<file path="src/rtl/dftb_pkg.sv">
`default_nettype none

package dftb_pkg;

  // Default sizing, handed down through the top-level parameters
  localparam int unsigned POINTS_DEF      = 256;
  localparam int unsigned SAMPLE_BITS_DEF = 16;

  // Fixed field widths
  localparam int unsigned POS_BITS = 8;
  localparam int unsigned OUT_BITS = 41;
  localparam int unsigned TW_BITS  = 16;
  localparam int unsigned TW_MAX   = 32767;

  // Result stream packing: bin_real, bin_imag, out_position, zero pad to bytes
  localparam int unsigned OUT_DW       = ((2 * OUT_BITS + POS_BITS + 7) / 8) * 8;
  localparam int unsigned OUT_PAD_BITS = OUT_DW - 2 * OUT_BITS - POS_BITS;

  // Configuration port
  localparam int unsigned CFG_IDX_BITS  = 1;
  localparam int unsigned CFG_DATA_BITS = 1;
  localparam logic [CFG_IDX_BITS-1:0] REG_INVERSE_MODE = 1'd0;
  localparam logic [CFG_IDX_BITS-1:0] REG_SHIFT_OUTPUT = 1'd1;

  // Input transaction kinds (tuser)
  localparam logic KIND_LOAD  = 1'b0;
  localparam logic KIND_QUERY = 1'b1;

  // Sequencer states
  typedef enum logic [2:0] {
    ST_CLEAR,
    ST_IDLE,
    ST_RUN,
    ST_DRAIN,
    ST_DONE
  } seq_state_e;

  // Control that travels alongside each issued sample through the MAC
  typedef struct packed {
    logic valid;
    logic first;
    logic last;
  } mac_ctl_t;

endpackage

`default_nettype wire

</file>
<file path="src/rtl/dftb_cmac.sv">
`default_nettype none

module dftb_cmac #(
  parameter int unsigned SAMPLE_BITS = dftb_pkg::SAMPLE_BITS_DEF
) (
  input  logic                                 clk_i,
  input  logic                                 rst_ni,
  input  dftb_pkg::mac_ctl_t                   ctl_i,    // issue cycle
  input  logic signed [SAMPLE_BITS-1:0]        x_re_i,   // the cycle after issue
  input  logic signed [SAMPLE_BITS-1:0]        x_im_i,
  input  logic signed [dftb_pkg::TW_BITS-1:0]  c_i,
  input  logic signed [dftb_pkg::TW_BITS-1:0]  s_i,
  output logic                                 done_o,
  output logic signed [dftb_pkg::OUT_BITS-1:0] acc_re_o,
  output logic signed [dftb_pkg::OUT_BITS-1:0] acc_im_o
);
  import dftb_pkg::*;

  localparam int unsigned PW = SAMPLE_BITS + TW_BITS;
  localparam int unsigned SW = PW + 1;

  mac_ctl_t ctl_s1_q, ctl_s2_q, ctl_s3_q;
  logic     done_q;

  logic signed [PW-1:0]       p_rc_q, p_is_q, p_rs_q, p_ic_q;
  logic signed [SW-1:0]       sum_re_q, sum_im_q;
  logic signed [OUT_BITS-1:0] acc_re_q, acc_im_q;

  // Control pipeline, aligned with the data stages
  always_ff @(posedge clk_i or negedge rst_ni) begin
    if (!rst_ni) begin
      ctl_s1_q <= '0;
      ctl_s2_q <= '0;
      ctl_s3_q <= '0;
      done_q   <= 1'b0;
    end else begin
      ctl_s1_q <= ctl_i;
      ctl_s2_q <= ctl_s1_q;
      ctl_s3_q <= ctl_s2_q;
      done_q   <= ctl_s3_q.valid && ctl_s3_q.last;
    end
  end

  // Stage 2: four partial products
  always_ff @(posedge clk_i) begin
    p_rc_q <= x_re_i * c_i;
    p_is_q <= x_im_i * s_i;
    p_rs_q <= x_re_i * s_i;
    p_ic_q <= x_im_i * c_i;
  end

  // Stage 3: complex product
  always_ff @(posedge clk_i) begin
    sum_re_q <= SW'(p_rc_q) - SW'(p_is_q);
    sum_im_q <= SW'(p_rs_q) + SW'(p_ic_q);
  end

  // Stage 4: accumulate, restarting on the first sample of a query
  always_ff @(posedge clk_i) begin
    if (ctl_s3_q.valid) begin
      if (ctl_s3_q.first) begin
        acc_re_q <= OUT_BITS'(sum_re_q);
        acc_im_q <= OUT_BITS'(sum_im_q);
      end else begin
        acc_re_q <= acc_re_q + OUT_BITS'(sum_re_q);
        acc_im_q <= acc_im_q + OUT_BITS'(sum_im_q);
      end
    end
  end

  assign done_o   = done_q;
  assign acc_re_o = acc_re_q;
  assign acc_im_o = acc_im_q;

endmodule

`default_nettype wire

</file>
<file path="config.mk">
export PLATFORM = sky130hd
export DESIGN_NAME = dftb_cmac
export DESIGN_NICKNAME = d
export VERILOG_FILES = /design/src/rtl/dftb_pkg.sv /design/src/rtl/dftb_cmac.sv
export SDC_FILE = /design/constraint.sdc
export NUM_CORES = 2
export LEC_CHECK = 0
export BUFFER_PORTS_ARGS = -buffer_cell sky130_fd_sc_hd__buf_4
export CAP_MARGIN = 0
export CORE_MARGIN = 1
export CORE_UTILIZATION = 55
export CTS_CLUSTER_SIZE = 28
export DETAILED_ROUTE_END_ITERATION = 10
export PLACE_DENSITY = 0.78
export REMOVE_ABC_BUFFERS = 1
export SYNTH_ARGS = -nofsm -noshare
export SYNTH_HDL_FRONTEND = slang
export SYNTH_SLANG_ARGS = --single-unit
</file>
<file path="constraint.sdc">
create_clock -name clk_i -period 2.85 [get_ports clk_i]
set_input_delay 0.57 -clock clk_i [delete_from_list [all_inputs] [get_ports clk_i]]
set_output_delay 0.57 -clock clk_i [all_outputs]
set_load 0.03 [all_outputs]
</file>
### Yosys cells after proc, flatten, opt, wreduce, memory -nomap -nowiden

Cells that the tools add are included.

* register bits: 286
* output and inout bits: 83

* $add $sub $neg: 4
* $mul: 4
* muxes and demuxes: 2
* reduce and logical (&&, ||, !) cells: 1

Operators with widths (count)
* multiplier 16 x 16 -> 32 bit: 4
* adder 41 x 33 -> 41 bit: 2
* two-way mux 41 bit: 2
* adder 32 x 32 -> 33 bit: 1
* subtractor 32 x 32 -> 33 bit: 1
* logical AND 1 bit: 1

### Longest topological paths before layout

* depth after elaboration: 2
* depth in mapped cells: 25
* mapped depth without buffers: 24

### Least setup slack after synthesis

OpenSTA, ideal clock, no wires.

* kind: input to register
* start point: input x_im_i[15]
* end point: register p_ic_q[31]
* arrival time: 6.268 ns
* path slack: -3.538 ns
* cell stages on the path: 20
* path buffers: 1
* path through: clkbuf_1 > nand2_1 > inv_1 > fa_1 > fa_1 > fa_1 > fa_1 > fa_1 > inv_1 > fa_1 > inv_1 > ha_1 > a21oi_1 > o21ai_0 > a2111oi_0 > nor2_1 > a41o_1 > o41ai_1 > o211ai_1 > xnor2_1

* longest elaborated chain between the ends: 1

Ends and longest elaborated chain
* from (decl): RTL line dftb_cmac.sv:10 `input logic signed [SAMPLE_BITS-1:0] x_im_i,`
* multiplier 16 x 16 -> 32 bit: RTL line dftb_cmac.sv:49 `p_ic_q <= x_im_i * c_i;`
* to (signal assigned): RTL line dftb_cmac.sv:49
* to (decl): RTL line dftb_cmac.sv:25 `logic signed [PW-1:0] p_rc_q, p_is_q, p_rs_q, p_ic_q;`

Every way passes these cells.
A chain may end at the register's enable or synchronous reset.

### Worst setup path after layout

* start point: input c_i[2] (netlist name)
* end point: register p_rc_q[31]

* longest elaborated chain between the ends: 1

Ends and longest elaborated chain
* from (decl): RTL line dftb_cmac.sv:11 `input logic signed [dftb_pkg::TW_BITS-1:0] c_i,`
* multiplier 16 x 16 -> 32 bit: RTL line dftb_cmac.sv:46 `p_rc_q <= x_re_i * c_i;`
* to (signal assigned): RTL line dftb_cmac.sv:46
* to (decl): RTL line dftb_cmac.sv:25

Every way passes these cells.

==> qor.txt <==
=========================================================================================
Endpoint required time on the critical path                                       3.35 ns
Worst-path fanout max                                                                   6
Via count of the first global-routing pass                                          48300
Buffers plus inverters on the worst setup path                                          7
Gate family responsible for the most delay along the worst path               adder cells
Aggregate global-route resource usage                                               32.2%
Total of max-cap violations                                                             0
Port Buf Inserts                                                                      151
Worst rel slew slack                                                                47.6%
Number of detailed-routing iterations run before antenna repair                        10
Number of nets in the layout                                                         8374
CORE AREA                                                                      96900 um^2
GRT Residual Overflow                                                                   0
Class of the most critical hold timing path                                  input pin to register
Clock period minus worst slack                                                    5.89 ns
Floorplan die height                                                               315 um
Warnings, synthesis                                                                     0
Startpoint types                                                                input pin
TritonCTS clock tree                                                                  yes
Number of antenna violations at the first check in global routing                       5
Sequence of cells on the critical path                                       buf_6 > buf_4 > buf_4 > and2_4 > fa_1 > buf_6 > fa_1 > buf_4 > fa_1 > fa_1 > fa_1 > inv_1 > fa_1 > inv_1 > ha_1 > a21o_1 > a21o_1 > a21o_1 > a21o_1 > a41o_1 > a41o_1 > a21oi_2 > xnor2_1
Slowest-stage cell, CP                                                       sky130_fd_sc_hd__fa_1
Final-report hold violation count                                                       0
Clock transition at the registers of the reported paths                           0.06 ns
Final wirelength                                                                164000 um
Fraction of layout instances using a drive strength above 1                         25.2%
Type of element capturing the critical path                                      register
Post-synthesis average cell area                                                9.21 um^2
Detailed placer's ending HPWL                                                   121000 um
TritonCTS sink count                                                                  286
Pin count of the biggest net entering global routing                                   71
Overall die area                                                               99300 um^2
Number of flops mapped to enable cells by yosys                                        82
Post-DR vias/cell                                                                    5.59
Mapped Cells                                                                         5857
Global-route wire length before repair                                          250000 um
Buffer cell driving the clock tree root                                      sky130_fd_sc_hd__clkbuf_16
Data arrival, critical path                                                       6.38 ns
Most numerous cell on the critical path                                      sky130_fd_sc_hd__fa_1
Final core utilization                                                              71.2%
Growth of design area from synthesis to finish                                      27.9%
Post-synthesis sequential area ratio                                                12.2%
Initial Util                                                                        55.7%
Netlist area before placement                                                  53900 um^2
Slowest stage delay, CP                                                           0.61 ns
Clock skew                                                                      0.0344 ns
Portion of the clock cycle consumed by the worst path in the final layout            207%
Least setup slack across all paths after layout                                  -3.04 ns
Width of the die                                                                   315 um
Pin slew with the least headroom to its limit                                    0.786 ns
Clock Path Buffers                                                                      3
Number of design rule violations left after detail routing                             10
Synth cell types                                                                       87
Number of cell rows                                                                   114
Proportion of register bits with asynchronous set or reset after synthesis          3.50%
Clock latency at the later pin of the worst-skew pair                             0.60 ns
Violated checks                                                              DRC, setup timing
Unrepaired setup endpoints after global routing                                      true
Total setup violations reported at the end of the flow                                160
Primary FF master, synth                                                     sky130_fd_sc_hd__dfxtp_1
CTS Buf Count                                                                          37
Number of H-tree levels                                                                 2
Antenna violation net count after detailed routing                                      0
DRC violation total after the first TritonRoute iteration                            3540
Max Freq                                                                          170 MHz
Detailed-route wire length per cell                                               20.2 um
Vias after detailed routing                                                         45200
WS Path Type                                                                 input pin to register
Flip-flop and latch count after synthesis                                             286
Total inserted antenna cells                                                            0
Result of the run                                                            complete, but fails checks
Count of pins on the block boundary                                                   152
Slew Viols, Final                                                                       0
RePlAce Congestion                                                                  0.995
=========================================================================================
layout by cell type, fill, tap and decap left out, types with 60 or more instances in the layout:
cell type and n:
sky130_fd_sc_hd__o21ai_0 140, sky130_fd_sc_hd__a21o_1 115, sky130_fd_sc_hd__buf_6 142, sky130_fd_sc_hd__and2_1 443
sky130_fd_sc_hd__a21oi_1 142, sky130_fd_sc_hd__ha_1 411, sky130_fd_sc_hd__nand2_1 609, sky130_fd_sc_hd__xnor2_1 158
sky130_fd_sc_hd__buf_12 68, sky130_fd_sc_hd__inv_1 1156, sky130_fd_sc_hd__buf_4 871, sky130_fd_sc_hd__edfxtp_1 82
sky130_fd_sc_hd__nor2_1 156, sky130_fd_sc_hd__dfxtp_1 194, sky130_fd_sc_hd__inv_2 60, sky130_fd_sc_hd__fa_1 993
synthesized netlist by cell type (6+ instances only):
cell,n,area (um^2)
sky130_fd_sc_hd__inv_1,1217,4570
sky130_fd_sc_hd__fa_1,1052,21100
sky130_fd_sc_hd__nand2_1,635,2380
sky130_fd_sc_hd__and2_1,502,3140
sky130_fd_sc_hd__ha_1,472,5910
sky130_fd_sc_hd__clkbuf_1,229,860
sky130_fd_sc_hd__a21oi_1,203,1020
sky130_fd_sc_hd__dfxtp_1,194,3880
sky130_fd_sc_hd__nor2_1,187,702
sky130_fd_sc_hd__xnor2_1,186,1630
sky130_fd_sc_hd__o21ai_0,178,891
sky130_fd_sc_hd__a21o_1,116,871
sky130_fd_sc_hd__edfxtp_1,82,2460
sky130_fd_sc_hd__xor2_1,65,569
sky130_fd_sc_hd__nand2b_1,48,300
sky130_fd_sc_hd__o21a_1,47,353
sky130_fd_sc_hd__nor3_1,42,210
sky130_fd_sc_hd__nand3_1,41,205
sky130_fd_sc_hd__o21bai_1,31,233
sky130_fd_sc_hd__a211oi_1,28,210
sky130_fd_sc_hd__nor2b_1,24,150
sky130_fd_sc_hd__o21ai_1,23,115
sky130_fd_sc_hd__a31oi_1,21,131
sky130_fd_sc_hd__o211ai_1,18,135
sky130_fd_sc_hd__o31ai_1,17,128
sky130_fd_sc_hd__and3_1,16,100
sky130_fd_sc_hd__nand4_1,15,93.8
sky130_fd_sc_hd__dfrtp_1,10,250
sky130_fd_sc_hd__or3_1,10,62.6
sky130_fd_sc_hd__a21boi_0,8,60.1
sky130_fd_sc_hd__a211o_1,7,61.3
sky130_fd_sc_hd__or2_2,7,43.8
sky130_fd_sc_hd__mux2_2,6,67.6
sky130_fd_sc_hd__nor4_1,6,37.5
worst reg2reg max path, delay by kind of cell (launching register included):
family	cells	cell delay (ns)
flops	1	0.41
simple gates	2	0.32
fa+ha+maj	2	0.42
compound gates	8	1.72
buf+inv	2	0.24
per-layer routing:
layer  GRT usage, %  share of wire (%)
met5              0              0.018
met4           18.6                7.9
met3           5.33                8.9
met2           52.2                 46
met1           40.9                 37
cells by family (layout without fill, tap and decap cells):
kind of cell               after synthesis  in the layout  synth area share [%]
AOI/OAI and AO/OA                      780            780                  9.26
xor gates and xnor gates               251            251                  4.08
adders and majority gates             1524           1524                  50.0
buffers and inverters                 1451           2404                  10.1
DFF                                    286            286                  12.2
muxes                                    9              9                 0.181
and+or+nand+nor                       1556           1556                  14.1
worst paths after layout:
kind                                            start                     end  slack, ns  cells past startpoint
worst max-delay path                           c_i[2]      p_rc_q[31]$_DFF_P_      -3.04                     23
worst min-delay path                         ctl_i[1]   ctl_s1_q[1]$_DFF_PN0_       0.09                      1
worst max register to register  acc_re_o[0]$_DFFE_PP_  acc_re_o[24]$_DFFE_PP_      -0.56                     14
worst min register to register  ctl_s2_q[0]$_DFF_PN0_   ctl_s3_q[0]$_DFF_PN0_       0.35                      0
max in group asynchronous                      rst_ni   ctl_s3_q[1]$_DFF_PN0_       2.34                      2
min in group asynchronous                      rst_ni   ctl_s3_q[2]$_DFF_PN0_       0.36                      2
metrics by stage:
| step | hold slack, ns | worst slack, ns | instance area (um^2) | instances | setup TNS [ns] |
|---|---|---|---|---|---|
| finish | 0.0903 | -3.04 | 69000 | 8086 | -251.57 |
| global route | 0.0763 | -3.18 | 69000 | 8086 | -275.88 |
| CTS | 0.0590 | -2.93 | 67000 | 8023 | -241.50 |
| detailed placement | 0.335 | -4.13 | 62500 | 7886 | -336.78 |
| global placement | 0.332 | -3.95 | 62500 | 7886 | -326.64 |
| floorplan | 0.274 | -3.41 | 53100 | 5624 | -249.05 |
flip-flops by register name, indices dropped and copies added, names as in the netlist:
name      cells
sum_im_q     33
acc_re_o     41
p_ic_q       32
acc_im_o     41
ctl_s3_q      3
ctl_s1_q      3
p_rs_q       32
done_o        1
sum_re_q     33
ctl_s2_q      3
p_is_q       32
p_rc_q       32
timing repair:
item,4_1_cts,5_1_grt
cloned,9,5
hold buffers,1,0
hold endpoints to repair,10,0
setup buffers,71,81
setup endpoints to repair,169,181
gates resized for setup,597,340
pin swaps,292,268
cell type report:
class | count | area (um^2)
clock buffers | 51 | 1060
flip-flops and latches | 286 | 6600
fillers | 6260 | 27900
well taps | 1276 | 1600
multi-input cells | 4120 | 44700
clock inverters | 17 | 164
inverters | 1218 | 4580
repair buffers | 1118 | 10300
Power is not shown: default switching activity piles up to over one toggle a cycle in this logic, so the estimate is an artifact.
