`src/rtl/dftb_pkg.sv`:
```
`default_nettype none

package dftb_pkg;

  // Default sizing, handed down through the top-level parameters
  localparam int unsigned POINTS_DEF      = 256;
  localparam int unsigned SAMPLE_BITS_DEF = 16;

  // Fixed field widths
  localparam int unsigned POS_BITS = 8;
  localparam int unsigned OUT_BITS = 41;
  localparam int unsigned TW_BITS  = 16;
  localparam int unsigned TW_MAX   = 32767;

  // Result stream packing: bin_real, bin_imag, out_position, zero pad to bytes
  localparam int unsigned OUT_DW       = ((2 * OUT_BITS + POS_BITS + 7) / 8) * 8;
  localparam int unsigned OUT_PAD_BITS = OUT_DW - 2 * OUT_BITS - POS_BITS;

  // Configuration port
  localparam int unsigned CFG_IDX_BITS  = 1;
  localparam int unsigned CFG_DATA_BITS = 1;
  localparam logic [CFG_IDX_BITS-1:0] REG_INVERSE_MODE = 1'd0;
  localparam logic [CFG_IDX_BITS-1:0] REG_SHIFT_OUTPUT = 1'd1;

  // Input transaction kinds (tuser)
  localparam logic KIND_LOAD  = 1'b0;
  localparam logic KIND_QUERY = 1'b1;

  // Sequencer states
  typedef enum logic [2:0] {
    ST_CLEAR,
    ST_IDLE,
    ST_RUN,
    ST_DRAIN,
    ST_DONE
  } seq_state_e;

  // Control that travels alongside each issued sample through the MAC
  typedef struct packed {
    logic valid;
    logic first;
    logic last;
  } mac_ctl_t;

endpackage

`default_nettype wire

```
`src/rtl/dftb_seq.sv`:
```
`default_nettype none

module dftb_seq #(
  parameter int unsigned  POINTS = dftb_pkg::POINTS_DEF,
  localparam int unsigned AW     = (POINTS > 1) ? $clog2(POINTS) : 1
) (
  input  logic                            clk_i,
  input  logic                            rst_ni,
  input  logic                            in_valid_i,
  output logic                            in_ready_o,
  input  logic                            in_kind_i,
  input  logic [dftb_pkg::POS_BITS-1:0]   in_pos_i,
  input  logic                            shift_output_i,
  input  logic                            out_free_i,
  input  logic                            mac_done_i,
  output logic                            mem_we_o,
  output logic                            mem_clear_o,
  output logic [AW-1:0]                   mem_waddr_o,
  output logic [AW-1:0]                   mem_raddr_o,
  output logic [AW-1:0]                   tw_idx_o,
  output dftb_pkg::mac_ctl_t              mac_ctl_o,
  output logic                            out_load_o,
  output logic [dftb_pkg::POS_BITS-1:0]   out_pos_o
);
  import dftb_pkg::*;

  localparam int unsigned IW = AW + 1;
  localparam int unsigned EW = (IW > POS_BITS) ? IW : POS_BITS;
  localparam logic [AW-1:0] LAST_IDX = AW'(POINTS - 1);
  localparam logic [IW-1:0] POINTS_W = IW'(POINTS);
  localparam logic [IW-1:0] HALF_W   = IW'(POINTS / 2);

  seq_state_e          state_q, state_d;
  logic [AW-1:0]       cnt_q, cnt_d;
  logic [AW-1:0]       tw_q, tw_d;
  logic [AW-1:0]       bin_q, bin_d;
  logic [POS_BITS-1:0] pos_q, pos_d;

  logic [EW-1:0] pos_ext;
  logic          in_range;
  logic          cnt_last;
  logic [AW-1:0] pos_addr;
  logic [IW-1:0] bin_sum;
  logic [AW-1:0] bin_sel;
  logic [IW-1:0] tw_sum;
  logic [AW-1:0] tw_next;

  assign pos_ext  = EW'(in_pos_i);
  assign in_range = pos_ext < EW'(POINTS);
  assign pos_addr = pos_ext[AW-1:0];
  assign cnt_last = (cnt_q == LAST_IDX);

  // fftshift: bin = (p + POINTS/2) mod POINTS
  assign bin_sum = IW'(pos_addr) + HALF_W;
  always_comb begin
    if (!shift_output_i) begin
      bin_sel = pos_addr;
    end else if (bin_sum >= POINTS_W) begin
      bin_sel = AW'(bin_sum - POINTS_W);
    end else begin
      bin_sel = bin_sum[AW-1:0];
    end
  end

  // Twiddle index steps by the bin, modulo POINTS
  assign tw_sum  = IW'(tw_q) + IW'(bin_q);
  assign tw_next = (tw_sum >= POINTS_W) ? AW'(tw_sum - POINTS_W) : tw_sum[AW-1:0];

  // State register
  always_ff @(posedge clk_i or negedge rst_ni) begin
    if (!rst_ni) begin
      state_q <= ST_CLEAR;
      cnt_q   <= '0;
    end else begin
      state_q <= state_d;
      cnt_q   <= cnt_d;
    end
  end

  always_ff @(posedge clk_i) begin
    tw_q  <= tw_d;
    bin_q <= bin_d;
    pos_q <= pos_d;
  end

  // Next state and outputs
  always_comb begin
    state_d     = state_q;
    cnt_d       = cnt_q;
    tw_d        = tw_q;
    bin_d       = bin_q;
    pos_d       = pos_q;
    in_ready_o  = 1'b0;
    mem_we_o    = 1'b0;
    mem_clear_o = 1'b0;
    mem_waddr_o = pos_addr;
    mac_ctl_o   = '0;
    out_load_o  = 1'b0;
    case (state_q)
      ST_CLEAR: begin
        // zero the sample store, one entry a cycle
        mem_we_o    = 1'b1;
        mem_clear_o = 1'b1;
        mem_waddr_o = cnt_q;
        cnt_d       = cnt_q + 1'b1;
        if (cnt_last) begin
          cnt_d   = '0;
          state_d = ST_IDLE;
        end
      end
      ST_IDLE: begin
        in_ready_o = 1'b1;
        if (in_valid_i && in_range) begin
          if (in_kind_i == KIND_LOAD) begin
            mem_we_o = 1'b1;
          end else begin
            pos_d   = in_pos_i;
            bin_d   = bin_sel;
            cnt_d   = '0;
            tw_d    = '0;
            state_d = ST_RUN;
          end
        end
      end
      ST_RUN: begin
        // issue one sample and twiddle per cycle
        mac_ctl_o.valid = 1'b1;
        mac_ctl_o.first = (cnt_q == '0);
        mac_ctl_o.last  = cnt_last;
        cnt_d           = cnt_q + 1'b1;
        tw_d            = tw_next;
        if (cnt_last) begin
          cnt_d   = '0;
          state_d = ST_DRAIN;
        end
      end
      ST_DRAIN: begin
        if (mac_done_i) begin
          state_d = ST_DONE;
        end
      end
      ST_DONE: begin
        if (out_free_i) begin
          out_load_o = 1'b1;
          state_d    = ST_IDLE;
        end
      end
      default: begin
        state_d = ST_IDLE;
      end
    endcase
  end

  assign mem_raddr_o = cnt_q;
  assign tw_idx_o    = tw_q;
  assign out_pos_o   = pos_q;

endmodule

`default_nettype wire
```
`config.mk`:
```
export PLATFORM = sky130hd
export DESIGN_NAME = dftb_seq
export DESIGN_NICKNAME = d
export VERILOG_FILES = /design/src/rtl/dftb_pkg.sv /design/src/rtl/dftb_seq.sv
export SDC_FILE = /design/constraint.sdc
export NUM_CORES = 1
export LEC_CHECK = 0
export BUFFER_PORTS_ARGS = -buffer_cell sky130_fd_sc_hd__buf_2
export CORE_MARGIN = 8
export CORE_UTILIZATION = 32
export CTS_CLUSTER_DIAMETER = 120
export DETAILED_ROUTE_END_ITERATION = 8
export GPL_ROUTABILITY_DRIVEN = 0
export PLACE_DENSITY = 0.56
export RECOVER_POWER = 100
export SLEW_MARGIN = 40
export SYNTH_ARGS = -nofsm -noshare
export SYNTH_HDL_FRONTEND = slang
export SYNTH_SLANG_ARGS = --single-unit
```
`constraint.sdc`:
```
create_clock -name clk_i -period 1.8 [get_ports clk_i]
set_input_delay 0.27 -clock clk_i [delete_from_list [all_inputs] [get_ports clk_i]]
set_output_delay 0.27 -clock clk_i [all_outputs]
set_load 0.1 [all_outputs]
```
# Yosys cells after proc, flatten, opt, wreduce, memory -nomap -nowiden
# Index checks and enable logic that the tools add are counted.
word_totals:
  ff_bits: 35
  out_inout_bits: 39
  wordCells: 58
op_classes:
  n_addsub: 5
  order_cmp: 3
  eq_ne: 11
  mux: 24
  reduce_logical: 10
op_table:
  columns: ["cell", "n"]
  rows:
  - ["two-way mux 8 bit", 7]
  - ["one-hot mux 8 bit (2 select lines)", 2]
  - ["two-way mux 3 bit", 7]
  - ["greater-or-equal comparator 9 bit, second input constant", 2]
  - ["subtractor 8 x 1 -> 8 bit, second input constant", 2]
  - ["one-hot mux 3 bit (5 select lines)", 1]
  - ["!= test 2 bit, second input constant", 6]
  - ["adder 8 x 8 -> 9 bit", 1]
  - ["adder 8 x 8 -> 9 bit, second input constant", 1]
  - ["< comparator 8 x 9 -> 1 bit, second input constant", 1]
  - ["AND reduction 3 bit", 3]
  - ["adder 8 x 1 -> 8 bit, second input constant", 1]
  - ["equality test 8 bit, second input constant", 1]
  - ["zero test 8 bit", 1]
  - ["equality test 3 x 2 -> 1 bit, second input constant", 2]
  - ["two-way mux 1 bit", 6]
  - ["AND reduction 6 bit", 1]
  - ["nonzero test 2 bit", 2]
  - ["equality test 3 x 1 -> 1 bit, second input constant", 1]
  - ["equality test 3 bit, second input constant", 1]
  - ["zero test 3 bit", 1]
  - ["one-hot mux 1 bit (2 select lines)", 1]
  - ["OR reduction 2 bit", 1]
  - ["logical AND 1 bit", 1]

# Logic depth before layout (Yosys ltp)
depth:
  depth_word: 4
  ltp_mapped: 7

# Worst setup path before layout
# No wires, ideal clock.
synth_timing:
  kind: "reg2out"
  startpoint: "reg state_q[0]"
  endpoint: "out mac_ctl_o[1] in the netlist's numbering"
  arrival_time_ns: 4.617
  path_slack_ns: -3.087
  stages_incl_launch_ff: 7
  path_buffers: 2
  path_cell_list: "dfrtp_1 > buf_6 > or3b_1 > buf_6 > inv_1 > nand2_1 > nor4_1"
synth_lines:
  columns: ["item", "line", "source"]
  rows:
  - ["start: declaration", "dftb_seq.sv:33", "seq_state_e state_q, state_d;"]
  - ["start signal: assignment", "dftb_seq.sv:75", "state_q <= state_d;"]
  - ["end: declaration", "dftb_seq.sv:21", "output dftb_pkg::mac_ctl_t mac_ctl_o,"]

# Final worst setup path
layout_timing:
  startpoint: "reg state_q[1]"
  endpoint: "out mem_waddr_o[6]"
layout_via:
  elab_chain_len: 2
layout_lines:
  columns: ["item", "line", "source"]
  rows:
  - ["zero test 3 bit", "dftb_seq.sv:99", "case (state_q)"]
  - ["two-way mux 8 bit", "dftb_seq.sv:99", null]
  - ["end: declaration", "dftb_seq.sv:18", "output logic [AW-1:0] mem_waddr_o,"]
# Every way passes these cells.

==> flow_metrics.py <==
metrics = {
    "run_status": {
        "status": "finished with violations",
        "violations": "setup timing",
    },
    "critical_path": {
        "path_cells": "buf_6 > nor3_4 > buf_6 > mux2_4 > buf_12",
        "startpoint_type": "register",
        "cp_max_fo": 7,
        "r2r-end": "tw_idx_o[6]$_SDFFCE_PN0P_",
        "crit_type": "register to output port",
        "crit_path_end_kind": "output port",
        "slowest_delay_ps": 410,
        "reg2reg_slack_ps": -10,
        "worstReg2RegStart": "tw_idx_o[0]$_SDFFCE_PN0P_",
        "crit_slowest_cell": "dfrtp_1",
        "cp.buffers_inverters": 3,
        "worst_r2r_path_depth": 7,
        "cp_top_family": "buffers and inverters",
        "required_ps": 1530,
        "crit_arrival_ps": 1680,
        "crit_top_cell": "buf_6",
    },
    "cells_and_area": {
        "syn2layout_area_growth_pct": 60.3,
        "most-common-layout-cells": "buf_2, buf_4, edfxtp_1",
        "drive_gt1_frac": 0.504,
        "fin_area_sq_um": 2800,
        "fin_cells": 316,
        "finish.utilization": 0.520,
        "antenna_cells": 0,
        "fin_nets": 270,
        "layout_commonest_cell": "buf_2",
    },
    "place": {
        "dp.cells": 305,
        "place_hpwl_um": 3730,
        "io_buffer_count": 53,
        "dpl_cell_area_sq_um": 2610,
    },
    "logic_synthesis": {
        "muxShareOfSynthArea": 0.0574,
        "ys_ff_latch": 28,
        "ys_seq_area_frac": 0.451,
        "avgSynthCellArea_sq_um": 10.5,
        "synthXorXnorAreaFrac": 0.0201,
        "yosysTopAreaCell": "edfxtp_1",
        "synthAdderAreaFrac": 0.0760,
        "synth_top_family_by_area": "simple AND/OR/NAND/NOR gates",
        "ys.flop_type": "edfxtp_1",
        "synth_top_cells_by_area": "edfxtp_1, dfrtp_1, ha_1",
        "synth_edf_count": 17,
        "yosysTopAreaCellShare": 0.293,
        "syn-num-nets": 191,
        "synth-simple-area-share": 0.194,
        "synth_compound_area_frac": 0.131,
        "syn_area_sq_um": 1740,
        "synth_cell_types": 48,
        "async_reset_ff_frac": 0.393,
        "postSynthCellCount": 166,
        "synth_warnings": 0,
    },
    "grt": {
        "grt_overflow": 0,
        "grt_max_degree": 17,
        "grtUsageMet1": 0.139,
        "busiest_layer": "met2",
        "antenna_found_initial": 0,
        "grtUsageMet3": 0.0382,
        "gr-usage-met2": 0.212,
        "grt_pass1_wl_um": 8170,
        "grt_pass1_vias": 1688,
        "grt_usage": 0.120,
    },
    "timing": {
        "period_share": 1.08,
        "fmax_mhz": 513,
        "tns_ps": -1420,
        "final-max-slew-violation-count": 0,
        "setup_violations": 14,
        "timing.final.ws_setup_ps": -150,
        "timing.slew.headroom": 0.572,
        "fin_crit_ps": 1950,
        "clock_skew_ps": 16.1,
        "rsz0062_at_grt": "yes",
        "finalHoldViolCount": 0,
        "tightest_slew_ps": 641,
    },
    "floorplan": {
        "num_rows": 27,
        "core_area_sq_um": 5370,
        "die-area_sq_um": 8070,
        "initial_utilization": 0.325,
        "die_h_um": 89.8,
        "io_pins": 54,
        "die_w_um": 89.8,
    },
    "clocking": {
        "cts_tree": "done",
        "htree_levels": 1,
        "cts_buffers": 3,
        "clk_pin_slew_ps": 110,
        "cts_root_buffer": "clkbuf_8",
        "clock_latency_ps": 280,
        "cts.path.max_buffers": 2,
        "clock_sinks": 28,
    },
    "job": {
        "drv_cap": 0,
    },
    "drt": {
        "first_iter_violations": 31,
        "wire_per_inst_um": 15.0,
        "viasPerCell": 4.86,
        "drc": 0,
        "dr.pass1.iters": 4,
        "finalWirelength_um": 4730,
        "vias": 1536,
        "ant_nets": 0,
    },
    "hold_path": {
        "hold_class": "primary input to register",
        "hp-start": "in_pos_i[5]",
        "min_delay_path_depth": 1,
        "hold_path_end": "bin_q[5]$_DFFE_PP_",
    },
}
[worst reg2reg max path, delay by kind of cell (launching register included)]
kind | cells | cell delay, ps
AND/OR/NAND/NOR | 3 | 530
flip-flops | 1 | 410
adder cells (fa/ha/maj) | 2 | 400
AO/OA/AOI/OAI | 1 | 280
buffers and inverters | 1 | 60
[layer usage]
metal,wire length (um),share of wire,vias up
met5,0,0,-
met4,25,0.0053,0
met1,2010,0.42,741
li1,-,-,759
met2,2430,0.51,32
met3,269,0.057,4
[through the flow]
step	setup slack [ps]	hold WS, ps
2_1_floorplan	-1060	-25.6
3_3_place_gp	-9.59	162
3_5_place_dp	-65.8	160
4_1_cts	-166	170
5_1_grt	-225	159
6_report	-150	173
[sequential cells by signal (all words and copies together), names as in the netlist]
register and count:
bin_q 8, mem_raddr_o 8, tw_idx_o 8, state_q 3, out_pos_o 1
[cells by family after synthesis]
kind of cell / count (synthesis)
adders and majority gates: 10
muxes: 9
and+or+nand+nor: 61
buffers and inverters: 20
DFF: 28
AOI/OAI and AO/OA: 34
xor gates and xnor gates: 4
[worst max path at each step]
stage | startpoint | to | slack, ps | depth (start not counted)
4_1_cts | state_q[2]$_DFFE_PN0P_ | mem_waddr_o[6] | -170 | 5
3_5_place_dp | tw_idx_o[0]$_SDFFCE_PN0P_ | tw_idx_o[6]$_SDFFCE_PN0P_ | -70 | 7
6_report | state_q[1]$_DFFE_PN0P_ | mem_waddr_o[6] | -150 | 5
5_1_grt | state_q[2]$_DFFE_PN0P_ | mem_waddr_o[6] | -220 | 5
2_1_floorplan | state_q[0]$_DFFE_PN0P_ | mac_ctl_o[1] | -1060 | 6
3_3_place_gp | bin_q[0]$_DFFE_PP_ | tw_idx_o[6]$_SDFFCE_PN0P_ | -10 | 7
[cell usage after synthesis (4+ instances only)]
| cell type | n |
|---|---|
| nand3_1 | 5 |
| nor3b_1 | 5 |
| ha_1 | 9 |
| nor2_1 | 10 |
| dfrtp_1 | 11 |
| edfxtp_1 | 17 |
| o21ai_0 | 13 |
| nor2b_1 | 5 |
| a211oi_1 | 4 |
| buf_4 | 9 |
| nand2_1 | 15 |
| mux2_2 | 8 |
| inv_1 | 8 |
[layout make-up]
class                   instances  area, sq um
multi-input cells             118         1040
clock buffers                   3         41.3
repair buffers                 86          762
clock inverters                 1         30.0
flip-flops and latches         28          795
well taps                      72         90.1
fillers                       481         2580
inverters                       8         33.8
[repair_timing]
item / in CTS / in global routing
buffers inserted: 5 / 1
gates resized for setup: 8 / 8
hold endpoints to repair: 11 / 0
hold buffers: 1 / 0
setup endpoints to repair: 13 / 16
pin swaps: 6 / 2
Power is not shown: default switching activity piles up to over one toggle a cycle in this logic, so the estimate is an artifact.
